--- src/sled_pkg.sv ---
// Shared types, constants and the run-close function of the scanline edge and line detector.
package sled_pkg;

	localparam int PIX_W          = 8;
	localparam int THR_W          = 9;
	localparam int WID_W          = 10;
	localparam int POS_W          = 10;
	localparam int GRAD_W         = 11;
	localparam int SPAN_W         = 16;
	localparam int CFG_IDX_W      = 3;
	localparam int CFG_DATA_W     = 10;
	localparam int OQ_DEPTH       = 3;
	localparam int OQ_CNT_W       = 2;
	localparam int ROW_PIXELS_DEF = 316;

	localparam logic [THR_W-1:0] GRAD_THR_RST = THR_W'(20);
	localparam logic [WID_W-1:0] MIN_EDGE_RST = WID_W'(0);
	localparam logic [WID_W-1:0] MAX_EDGE_RST = WID_W'(6);
	localparam logic [WID_W-1:0] MIN_LINE_RST = WID_W'(5);
	localparam logic [WID_W-1:0] MAX_LINE_RST = WID_W'(15);
	localparam logic [WID_W-1:0] RUN_LEN_MAX  = {WID_W{1'b1}};

	typedef enum logic [CFG_IDX_W-1:0] {
		CFG_GRAD_THR = 3'd0,
		CFG_MIN_EDGE = 3'd1,
		CFG_MAX_EDGE = 3'd2,
		CFG_MIN_LINE = 3'd3,
		CFG_MAX_LINE = 3'd4
	} cfg_idx_t;

	typedef struct packed {
		logic [THR_W-1:0] grad_threshold;
		logic [WID_W-1:0] min_edge_width;
		logic [WID_W-1:0] max_edge_width;
		logic [WID_W-1:0] min_line_width;
		logic [WID_W-1:0] max_line_width;
	} cfg_t;

	typedef struct packed {
		logic             line_found;
		logic [WID_W-1:0] line_center;
		logic [WID_W-1:0] line_width;
		logic             row_end;
	} result_t;

	typedef struct packed {
		logic [OQ_CNT_W-1:0] n;
		result_t             res0;
		result_t             res1;
	} push_t;

	typedef struct packed {
		result_t          res;
		logic             ok;
		logic [POS_W-1:0] start;
	} close_t;

	// Close a run: check its width, pair it with the prior edge, update the prior edge.
	function automatic close_t close_run(
		input logic [POS_W-1:0] start,
		input logic [WID_W-1:0] len,
		input logic             prior_ok,
		input logic [POS_W-1:0] prior_start,
		input cfg_t             cfg
	);
		close_t            c;
		logic              in_bounds;
		logic [SPAN_W-1:0] span;
		c         = '0;
		in_bounds = (len >= cfg.min_edge_width) && (len <= cfg.max_edge_width);
		span      = SPAN_W'(start) + SPAN_W'(len) - SPAN_W'(prior_start);
		if (in_bounds && prior_ok && (span >= SPAN_W'(cfg.min_line_width)) &&
				(span <= SPAN_W'(cfg.max_line_width))) begin
			c.res.line_found  = 1'b1;
			c.res.line_center = WID_W'(SPAN_W'(prior_start) + (span >> 1));
			c.res.line_width  = span[WID_W-1:0];
		end
		c.ok    = in_bounds;
		c.start = in_bounds ? start : prior_start;
		return c;
	endfunction

endpackage

--- src/sled_outq.sv ---
// Three-entry result queue that takes up to two items per cycle and drives the output.
module sled_outq import sled_pkg::*; (
	input  logic    clk,
	input  logic    arst_n,
	input  push_t   push,
	input  logic    pop,
	output result_t head,
	output logic    head_valid,
	output logic    room
);

	result_t             q     [OQ_DEPTH];
	result_t             nq    [OQ_DEPTH];
	logic [OQ_CNT_W-1:0] cnt_q;
	logic [OQ_CNT_W-1:0] base;

	assign head       = q[0];
	assign head_valid = cnt_q != '0;
	// keep space for the two items one pixel can produce
	assign room       = cnt_q <= OQ_CNT_W'(1);

	always_comb begin
		for (int i = 0; i < OQ_DEPTH; i++) begin
			nq[i] = q[i];
		end
		base = cnt_q;
		if (pop) begin
			for (int i = 0; i < OQ_DEPTH - 1; i++) begin
				nq[i] = q[i + 1];
			end
			base = cnt_q - OQ_CNT_W'(1);
		end
		if (push.n != '0) begin
			nq[base] = push.res0;
		end
		if (push.n == OQ_CNT_W'(2)) begin
			nq[base + OQ_CNT_W'(1)] = push.res1;
		end
	end

	always_ff @(posedge clk) begin
		for (int i = 0; i < OQ_DEPTH; i++) begin
			q[i] <= nq[i];
		end
	end

	always_ff @(posedge clk or negedge arst_n) begin
		if (!arst_n) begin
			cnt_q <= '0;
		end else begin
			cnt_q <= base + push.n;
		end
	end

endmodule

--- config.mk ---
export PLATFORM = sky130hd
export DESIGN_NAME = sled_outq
export DESIGN_NICKNAME = d
export VERILOG_FILES = /design/src/sled_pkg.sv /design/src/sled_outq.sv
export SDC_FILE = /design/constraint.sdc
export NUM_CORES = 1
export LEC_CHECK = 0
export BUFFER_PORTS_ARGS = -buffer_cell sky130_fd_sc_hd__buf_2
export CORE_ASPECT_RATIO = 1.25
export CORE_MARGIN = 3
export CORE_UTILIZATION = 35
export CTS_BUF_LIST = sky130_fd_sc_hd__clkbuf_8
export CTS_CLUSTER_DIAMETER = 40
export DETAILED_ROUTE_END_ITERATION = 16
export HOLD_SLACK_MARGIN = 0.05
export SLEW_MARGIN = 10
export SYNTH_ARGS = -nofsm -noshare
export SYNTH_HDL_FRONTEND = slang
export SYNTH_SLANG_ARGS = --single-unit
--- constraint.sdc ---
create_clock -name clk -period 2.6 [get_ports clk]
set_clock_uncertainty 0.2 [all_clocks]
set_input_delay 0.52 -clock clk [delete_from_list [all_inputs] [get_ports clk]]
set_output_delay 0.52 -clock clk [all_outputs]
set_load 0.02 [all_outputs]
==> results.sh <==
export IMPL_status="finished, final reports clean"
export IMPL_track_usage=0.145
export IMPL_ys_seq_area_frac=0.370
export IMPL_antenna_cells=0
export IMPL_final_net_count=492
export IMPL_reg2reg_setup_slack_ns=0.34
export IMPL_cts_sinks=68
export IMPL_drc=0
export IMPL_syn_nets=441
export IMPL_grt_pass1_wl_mm=13.6
export IMPL_start_kind="flop"
export IMPL_clkLatencyLatePin_ns=0.34
export IMPL_htreeDepth=3
export IMPL_antenna_found_initial=0
export IMPL_min_path_cells=2
export IMPL_slew_violations=0
export IMPL_cp_max_fo=12
export IMPL_cts_tree="built"
export IMPL_worstMarginPinSlew_ns=0.410
export IMPL_syn_area_um2=3710
export IMPL_viasPerCell=4.86
export IMPL_port_buffers=72
export IMPL_fin_area_um2=4280
export IMPL_overflow=0
export IMPL_final_cells=575
export IMPL_die_x_um=98.1
export IMPL_min_period_ns=2.26
export IMPL_dp_hpwl_mm=5.85
export IMPL_slew_limit_headroom=0.725
export IMPL_ir_drop_v=0.000601
export IMPL_die_h_um=121
export IMPL_rr_startpoint="cnt_q[1]"
export IMPL_grt_pass1_vias=2799
export IMPL_grt_max_degree=25
export IMPL_timing_rr_end="q[0][52]"
export IMPL_dieArea_um2=11900
export IMPL_layout_cells_most_common="buf_2"
export IMPL_io_pins=73
export IMPL_reg2reg_depth=7
export IMPL_worstSetupPathType="reg2reg"
export IMPL_min_from="push[45]"
export IMPL_syn_to_final_growth_pct=15.5
export IMPL_fin_crit_sh=0.871
export IMPL_hold_viol=0
export IMPL_post_cts_setup_buffer_count=0
export IMPL_avgSynthCellArea_um2=9.51
export IMPL_nFillCells=1017
export IMPL_worst_hold_path_endpoint="cnt_q[1]"
export IMPL_utilization=0.419
export IMPL_power_total_w=0.00556
export IMPL_rows=41
export IMPL_drtPass1Iterations=4
export IMPL_routed_wl_mm=8.28
export IMPL_drtIter0Drc=65
export IMPL_cp_required_ns=2.62
export IMPL_endpoint_kind="flop"
export IMPL_ys_warn_count=0
export IMPL_vias=2794
export IMPL_clockBufferDepth=2
export IMPL_yosysUniqueCellTypes=34
export IMPL_root_buffer="clkbuf_8"
export IMPL_cap_viol_max_count=0
export IMPL_power_density_nw_per_um2=1300
export IMPL_layout_common_cells="buf_2, mux2i_1, dfxtp_1"
export IMPL_max_freq_mhz=442
export IMPL_syn_inst=390
export IMPL_numCtsBuffers=9
export IMPL_drive_above_1_share=0.348
export IMPL_ant_nets=0
export IMPL_hp_class="in2reg"
export IMPL_place_area_um2=4020
export IMPL_wl_per_cell_um=14.4
export IMPL_dp_cells=558
export IMPL_core_area_um2=10200
export IMPL_clkSlewWorstSetupHoldPaths_ns=0.07
export IMPL_globalplace_congestion=0.742
export IMPL_ys_ff_latch=68
export IMPL_cts_resized=0
export IMPL_rsz0062_at_grt="no"
export IMPL_cp_arrival_ns=2.29
export IMPL_setup_viol=0
export IMPL_p_leak_nw=2.08
export IMPL_tns_ns=0
export IMPL_initial_utilization=0.363
-- synthesized netlist by cell type --
| cell | instances | share of area |
|---|---|---|
| ha_1 | 2 | 0.0067 |
| a211oi_1 | 1 | 0.0020 |
| buf_6 | 9 | 0.027 |
| o21ai_4 | 1 | 0.0044 |
| o21a_1 | 1 | 0.0020 |
| clkbuf_1 | 2 | 0.0020 |
| xor2_1 | 1 | 0.0024 |
| nor3b_1 | 1 | 0.0020 |
| mux2i_1 | 66 | 0.18 |
| and3_1 | 1 | 0.0017 |
| mux2_2 | 45 | 0.14 |
| nor2_1 | 23 | 0.023 |
| or2_1 | 1 | 0.0017 |
| nor2b_1 | 1 | 0.0017 |
| nand2_1 | 46 | 0.047 |
| nor3_1 | 1 | 0.0013 |
| o21ai_2 | 3 | 0.0071 |
| o21ai_0 | 7 | 0.0094 |
| dfrtp_1 | 2 | 0.013 |
| and3b_1 | 2 | 0.0047 |
| nand3b_1 | 1 | 0.0020 |
| nand2b_1 | 1 | 0.0017 |
| a21boi_2 | 1 | 0.0030 |
| a221oi_1 | 1 | 0.0024 |
| clkbuf_2 | 2 | 0.0027 |
| xnor2_1 | 2 | 0.0047 |
| nor3b_2 | 1 | 0.0034 |
| or3b_1 | 1 | 0.0024 |
| dfxtp_1 | 66 | 0.36 |
| o21ai_1 | 38 | 0.051 |
| inv_1 | 3 | 0.0030 |
| buf_4 | 23 | 0.047 |
| buf_2 | 12 | 0.016 |
| a21oi_1 | 22 | 0.030 |
-- registers in the layout, summed over array words and instances, names as in the netlist --
signal and count:
cnt_q 2, q 66
-- metrics by stage --
| step | worst slack (ns) | hold slack, ns |
|---|---|---|
| after global placement | 0.438 | 0.110 |
| after floorplan | 0.459 | 0.0244 |
| after CTS | 0.316 | 0.165 |
| after detailed placement | 0.334 | 0.112 |
| after global routing | 0.155 | 0.162 |
| final | 0.336 | 0.186 |
-- logic make-up (layout without fill, tap and decap cells) --
logic type	count (synthesis)	count (layout)	synth area share
simple gates	80	80	0.0924
flops	68	68	0.370
mux	111	111	0.315
compound gates	75	75	0.111
buf+inv	51	107	0.0978
xor+xnor	3	3	0.00709
fa+ha+maj	2	2	0.00675
-- final cells by class --
type                            instances  area, µm²  share of cell area
Multi-Input combinational cell        271       2010               0.468
Sequential cell                        68       1370               0.320
Timing Repair Buffer                   88        483               0.113
Tap cell                              129        161              0.0377
Clock buffer                           10        138              0.0321
Clock inverter                          6        111              0.0260
Inverter                                3       11.3             0.00263
-- worst max path at each step --
| stage | from | endpoint | depth (start not counted) |
|---|---|---|---|
| 3_3_place_gp | cnt_q[1] | q[0][50] | 7 |
| 3_5_place_dp | cnt_q[1] | q[0][59] | 7 |
| 4_1_cts | cnt_q[1] | q[0][30] | 7 |
| 6_report | cnt_q[1] | q[0][52] | 7 |
| 5_1_grt | cnt_q[1] | q[0][24] | 7 |
| 2_1_floorplan | cnt_q[0] | q[0][2] | 8 |
-- what timing repair did --
action	in CTS	in global routing
hold endpoints to repair	2	0
hold buffers	1	0
setup endpoints to repair	0	0
-- routing by layer --
layer / up-vias / wire length [µm] / global-route usage
li1: 1437 / - / -
met1: 1295 / 3560 / 0.161
met2: 55 / 4200 / 0.263
met3: 7 / 414 / 0.0443
met4: 0 / 112 / 0.0494
met5: - / 0 / 0
-- report_power, final --
part / switching, W / internal, W / leakage [nW] / total (W)
combinational: 0.00131 / 0.00126 / 1.38 / 0.00257
clock: 0.000412 / 0.000663 / 0.122 / 0.00108
sequential: 0.000278 / 0.00164 / 0.580 / 0.00192
total: 0.00200 / 0.00356 / 2.08 / 0.00556
-- worst max-delay path: stages, from the launching register on --
cell,delay [ns]
dfrtp_1,0.49
inv_1,0.11
ha_1,0.39
and3b_1,0.23
o21ai_4,0.15
buf_4,0.27
mux2i_1,0.22
a21oi_1,0.08
Note: power is estimated with default switching activity, not from simulation.
